### src/rtl/vrom_pkg.sv
package vrom_pkg;

  localparam int GRID_X_DEF = 128;
  localparam int GRID_Y_DEF = 128;
  localparam int GRID_Z_DEF = 32;

  localparam int POS_W  = 10;
  localparam int CODE_W = 3;
  localparam int DM_W   = 10;
  localparam int ERR_W  = 13;
  localparam int CRD_W  = 11;
  localparam int CW2    = 12;
  localparam int T_W    = 21;

  localparam logic [CODE_W-1:0] CODE_EMPTY = 3'd0;
  localparam logic [CODE_W-1:0] CODE_DISC  = 3'd1;
  localparam logic [CODE_W-1:0] CODE_OBST  = 3'd2;
  localparam logic [CODE_W-1:0] CODE_LINE  = 3'd3;
  localparam logic [CODE_W-1:0] CODE_OBJ   = 3'd5;

  typedef enum logic [1:0] {
    MODE_RAY   = 2'd0,
    MODE_MARK  = 2'd1,
    MODE_READ  = 2'd2,
    MODE_SLIDE = 2'd3
  } mode_t;

  typedef struct packed {
    logic load;
    logic ray_init;
    logic ray_rd;
    logic ray_wr;
    logic end_wr;
    logic mark_wr;
    logic cell_rd;
    logic slide_init;
    logic slide_rd;
    logic slide_wr;
    logic clr_wr;
    logic res_load;
  } cmd_t;

  typedef struct packed {
    mode_t mode;
    logic  ray_end;
    logic  slide_end;
    logic  clr_end;
    logic  out_free;
  } stat_t;

endpackage

### src/rtl/vrom_ctrl.sv
module vrom_ctrl (
  input  logic           clk,
  input  logic           rst,
  input  logic           s_tvalid,
  output logic           s_tready,
  input  vrom_pkg::stat_t stat,
  output vrom_pkg::cmd_t  cmd
);
  import vrom_pkg::*;

  typedef enum logic [11:0] {
    ST_CLEAR  = 12'b0000_0000_0001,
    ST_IDLE   = 12'b0000_0000_0010,
    ST_OFF1   = 12'b0000_0000_0100,
    ST_OFF2   = 12'b0000_0000_1000,
    ST_RAY_RD = 12'b0000_0001_0000,
    ST_RAY_WR = 12'b0000_0010_0000,
    ST_END_WR = 12'b0000_0100_0000,
    ST_MARK   = 12'b0000_1000_0000,
    ST_CELL   = 12'b0001_0000_0000,
    ST_SL_RD  = 12'b0010_0000_0000,
    ST_SL_WR  = 12'b0100_0000_0000,
    ST_DONE   = 12'b1000_0000_0000
  } state_t;

  state_t state, state_next;

  always_ff @(posedge clk) begin
    if (rst) begin
      state <= ST_CLEAR;
    end else begin
      state <= state_next;
    end
  end

  assign s_tready = (state == ST_IDLE);

  always_comb begin
    state_next = state;
    cmd        = '0;
    unique case (state)
      ST_CLEAR: begin
        cmd.clr_wr = 1'b1;
        if (stat.clr_end) state_next = ST_IDLE;
      end
      ST_IDLE: begin
        if (s_tvalid) begin
          cmd.load   = 1'b1;
          state_next = ST_OFF1;
        end
      end
      ST_OFF1: state_next = ST_OFF2;
      ST_OFF2: begin
        unique case (stat.mode)
          MODE_RAY: begin
            cmd.ray_init = 1'b1;
            state_next   = ST_RAY_RD;
          end
          MODE_MARK: state_next = ST_MARK;
          MODE_READ: state_next = ST_CELL;
          MODE_SLIDE: begin
            cmd.slide_init = 1'b1;
            state_next     = ST_SL_RD;
          end
          default: state_next = ST_DONE;
        endcase
      end
      ST_RAY_RD: begin
        if (stat.ray_end) begin
          state_next = ST_END_WR;
        end else begin
          cmd.ray_rd = 1'b1;
          state_next = ST_RAY_WR;
        end
      end
      ST_RAY_WR: begin
        cmd.ray_wr = 1'b1;
        state_next = ST_RAY_RD;
      end
      ST_END_WR: begin
        cmd.end_wr = 1'b1;
        state_next = ST_DONE;
      end
      ST_MARK: begin
        cmd.mark_wr = 1'b1;
        state_next  = ST_DONE;
      end
      ST_CELL: begin
        cmd.cell_rd = 1'b1;
        state_next  = ST_DONE;
      end
      ST_SL_RD: begin
        cmd.slide_rd = 1'b1;
        state_next   = ST_SL_WR;
      end
      ST_SL_WR: begin
        cmd.slide_wr = 1'b1;
        state_next   = stat.slide_end ? ST_DONE : ST_SL_RD;
      end
      ST_DONE: begin
        // hold until the output register can take the result
        if (stat.out_free) begin
          cmd.res_load = 1'b1;
          state_next   = ST_IDLE;
        end
      end
      default: state_next = ST_CLEAR;
    endcase
  end

endmodule

### config.mk
export PLATFORM = sky130hd
export DESIGN_NAME = vrom_ctrl
export DESIGN_NICKNAME = d
export VERILOG_FILES = /design/src/rtl/vrom_pkg.sv /design/src/rtl/vrom_ctrl.sv
export SDC_FILE = /design/constraint.sdc
export NUM_CORES = 1
export LEC_CHECK = 0
export BUFFER_PORTS_ARGS = -buffer_cell sky130_fd_sc_hd__buf_2
export CORE_UTILIZATION = 35
export DETAILED_ROUTE_END_ITERATION = 10
export PLACE_DENSITY = 0.62
export SYNTH_ARGS = -nofsm -noshare
export SYNTH_HDL_FRONTEND = slang
export SYNTH_SLANG_ARGS = --single-unit
### constraint.sdc
create_clock -name clk -period 4.4 [get_ports clk]
set_input_delay 0.44 -clock clk [delete_from_list [all_inputs] [get_ports clk]]
set_output_delay 0.44 -clock clk [all_outputs]
set_load 0.02 [all_outputs]
==> flow_summary.json <==
{
  "route.detailed.wl_per_inst_um": 12.44,
  "place.gp.congestion": 0.8270,
  "final_nets": 124,
  "reg2regPathDepth": 4,
  "holdBufCountCts": 0,
  "synth.area.top_cells": "sky130_fd_sc_hd__dfxtp_1 31%, sky130_fd_sc_hd__xor2_1 5.6%, sky130_fd_sc_hd__nor2_1 5.2%, sky130_fd_sc_hd__nor4_2 4.8%, sky130_fd_sc_hd__nand3_1 4.5%",
  "die_area_mm2": 0.002442,
  "syn-instance-count": 91,
  "edff_count_synth": 0,
  "most_frequently_used_cell_type_in_the_post_synthesis_netlist": "sky130_fd_sc_hd__dfxtp_1",
  "grt_start_max_net_pins": 13,
  "crit_path_end_kind": "output port",
  "grt_util_all_layers_pct": 15.54,
  "totalNegativeSetupSlack_ns": 0,
  "initial_antenna_violation_count": 0,
  "floorplan.rows": 16,
  "yosysWarningCount": 0,
  "clock_tree.htree_level_count": 1,
  "buffer_ports.inserted": 21,
  "drtAntennaViolNets": 0,
  "net-switching-power_mw": 0.1089,
  "final-setup-viol-count": 0,
  "seq_area_frac_synth_pct": 30.52,
  "cts_inserted_buffers": 3,
  "wire_length_of_the_first_global_routing_pass_mm": 2.946,
  "cp.arrival_ns": 1.90,
  "syn-num-nets": 100,
  "cts_setup_buffers": 0,
  "ys_ff_latch": 12,
  "achievable_freq_mhz": 428.1,
  "power.share.clock_pct": 26.7,
  "timing.critical_path.fanout_max": 9,
  "ys_async_sr_fraction_pct": 0,
  "die_y_um": 49.42,
  "syn-cell-area_um2": 787.0,
  "fin_skew_ns": 0.008368,
  "max_slew_margin_pct": 64.52,
  "ir_drop_mv": 0.1764,
  "cts_root_buffer": "sky130_fd_sc_hd__clkbuf_4",
  "final_hold_viol_count": 0,
  "synthDominantCellAreaShare_pct": 30.52,
  "worst_hold_path_type": "in -> reg",
  "postLayoutSetupSlackWorst_ns": 2.064,
  "vias_in_the_first_global_route": 673,
  "power.leakage_nw": 0.4156,
  "cellPowerDensity_mw_per_mm2": 344.4,
  "sw_frac_of_total_pct": 33.37,
  "synth_cell_type_count": 41,
  "biggestRegsByFlops": "state: 12 flops",
  "finalMaxSlewViolations": 0,
  "synth_flop_cell": "sky130_fd_sc_hd__dfxtp_1",
  "drive_above_1_share_pct": 31.58,
  "hold_path_depth": 2,
  "core-area_mm2": 0.002042,
  "drt_first_iter_violations": 24,
  "synthesis.area_per_instance_um2": 8.648,
  "max_cap_violations": 0,
  "number_of_flip_flops_under_the_largest_register_name": 12,
  "detail_route.drc_violations": 0,
  "cts_tree": "done",
  "io_pins": 22,
  "area_leader_netlist": "sky130_fd_sc_hd__dfxtp_1",
  "max_slew.worst_pin.slew_ns": 0.5278,
  "dp_hpwl_mm": 1.328,
  "outcome": "finished clean",
  "die-width_um": 49.42,
  "start_util_pct": 38.54,
  "seqPwrFrac_pct": 39.2,
  "n_antenna_cell": 0,
  "worst_setup_hold_path_clk_slew_ns": 0.08,
  "worstPathRequired_ns": 3.96,
  "grt_setup_unrepaired": "no",
  "avgViaCountPerCell": 5.624,
  "iteration_count_of_the_initial_detailed_routing_pass": 4,
  "preCtsSetupSlack_ns": 2.374,
  "grt.overflow.total": 0,
  "power.combinational.fraction_pct": 34.1,
  "max_flop_register": "state",
  "clockBufferDepth": 2,
  "numClockSinks": 12,
  "drt_wl_total_mm": 1.754,
  "postCtsResizedCells": 0,
  "period_share_pct": 53.09,
  "start_kind": "flip-flop",
  "synth.top_cells.by_count": "12 x sky130_fd_sc_hd__dfxtp_1, 11 x sky130_fd_sc_hd__nor2_1, 7 x sky130_fd_sc_hd__nand3_1, 5 x sky130_fd_sc_hd__nor3_1, 5 x sky130_fd_sc_hd__xor2_1",
  "flow.area_growth_from_synthesis_pct": 20.35,
  "vias": 793,
  "final_period_minus_worst_setup_slack_ns": 2.336,
  "critical_path_class": "reg -> out",
  "later_pin_clock_latency_in_the_skew_report_ns": 0.27,
  "power.internal_mw": 0.2173
}
-- metrics by stage --
stage               instances  area [um2]  hold WS (ns)  total power [mW]  utilization, %
finish                    141       947.2        0.3536            0.3262           46.38
global route              141       947.2        0.3408            0.3504           46.38
CTS                       141       947.2        0.3448            0.3287           46.38
detailed placement        137       910.9        0.5669            0.2417           44.61
global placement          137       910.9        0.5715            0.2406           44.61
floorplan                  91       787.0        0.5116            0.2152               -
-- layout make-up --
cell class / count / area, um2
clock buffers: 4 / 36.28
fillers: 225 / 1095
repair buffers: 21 / 105.1
well taps: 27 / 33.78
flip-flops and latches: 12 / 240.2
multi-input cells: 76 / 528.0
inverters: 1 / 3.754
-- layer usage --
metal,global-route usage [%],wire length (um),up-vias
li1,-,-,393
met1,20.08,821,365
met2,23.52,797,28
met3,3.427,99,7
met4,9.048,36,0
met5,0,0,-
-- cells by family (layout without fill, tap and decap cells) --
| kind of cell | Yosys count | in the layout | synth area share (%) |
|---|---|---|---|
| AO/OA/AOI/OAI | 12 | 12 | 11.13 |
| XOR/XNOR | 5 | 5 | 5.564 |
| buffers and inverters | 3 | 26 | 2.384 |
| flip-flops | 12 | 12 | 30.52 |
| AND/OR/NAND/NOR | 59 | 59 | 50.40 |
-- worst max-delay path: stages (launching register included) --
cell and delay, ns:
sky130_fd_sc_hd__dfxtp_1 0.40, sky130_fd_sc_hd__or4_4 0.62, sky130_fd_sc_hd__nor2_2 0.15, sky130_fd_sc_hd__nand2_1 0.08
sky130_fd_sc_hd__nor3b_1 0.18, sky130_fd_sc_hd__buf_2 0.19
-- power by group through the flow --
stage	Sequential, mW	Combinational [mW]	Clock [mW]
after detailed placement	0.131	0.111	0
final	0.128	0.111	0.0872
after CTS	0.128	0.112	0.0893
after global routing	0.130	0.123	0.0969
after floorplan	0.128	0.0873	0
after global placement	0.130	0.111	0
-- final timing paths --
kind         startpoint   endpoint  slack, ns
max           state[11]     cmd[7]       2.06
min             stat[3]   state[5]       0.35
max reg2reg    state[7]  state[11]       2.71
min reg2reg    state[2]   state[3]       0.58
-- cells in the final DEF (no fill, tap or decap), types with 2 or more instances in the layout --
cell,n
sky130_fd_sc_hd__a31oi_1,2
sky130_fd_sc_hd__and3_1,2
sky130_fd_sc_hd__buf_2,21
sky130_fd_sc_hd__clkbuf_4,3
sky130_fd_sc_hd__dfxtp_1,12
sky130_fd_sc_hd__nand2_1,2
sky130_fd_sc_hd__nand2b_1,2
sky130_fd_sc_hd__nand3_1,7
sky130_fd_sc_hd__nor2_1,11
sky130_fd_sc_hd__nor2b_1,2
sky130_fd_sc_hd__nor3_1,5
sky130_fd_sc_hd__nor3b_1,4
sky130_fd_sc_hd__nor4_2,3
sky130_fd_sc_hd__nor4b_1,3
sky130_fd_sc_hd__o2111ai_1,2
sky130_fd_sc_hd__o21ai_0,2
sky130_fd_sc_hd__or4_4,2
sky130_fd_sc_hd__xor2_1,5
Power figures use the tool's default switching activity.
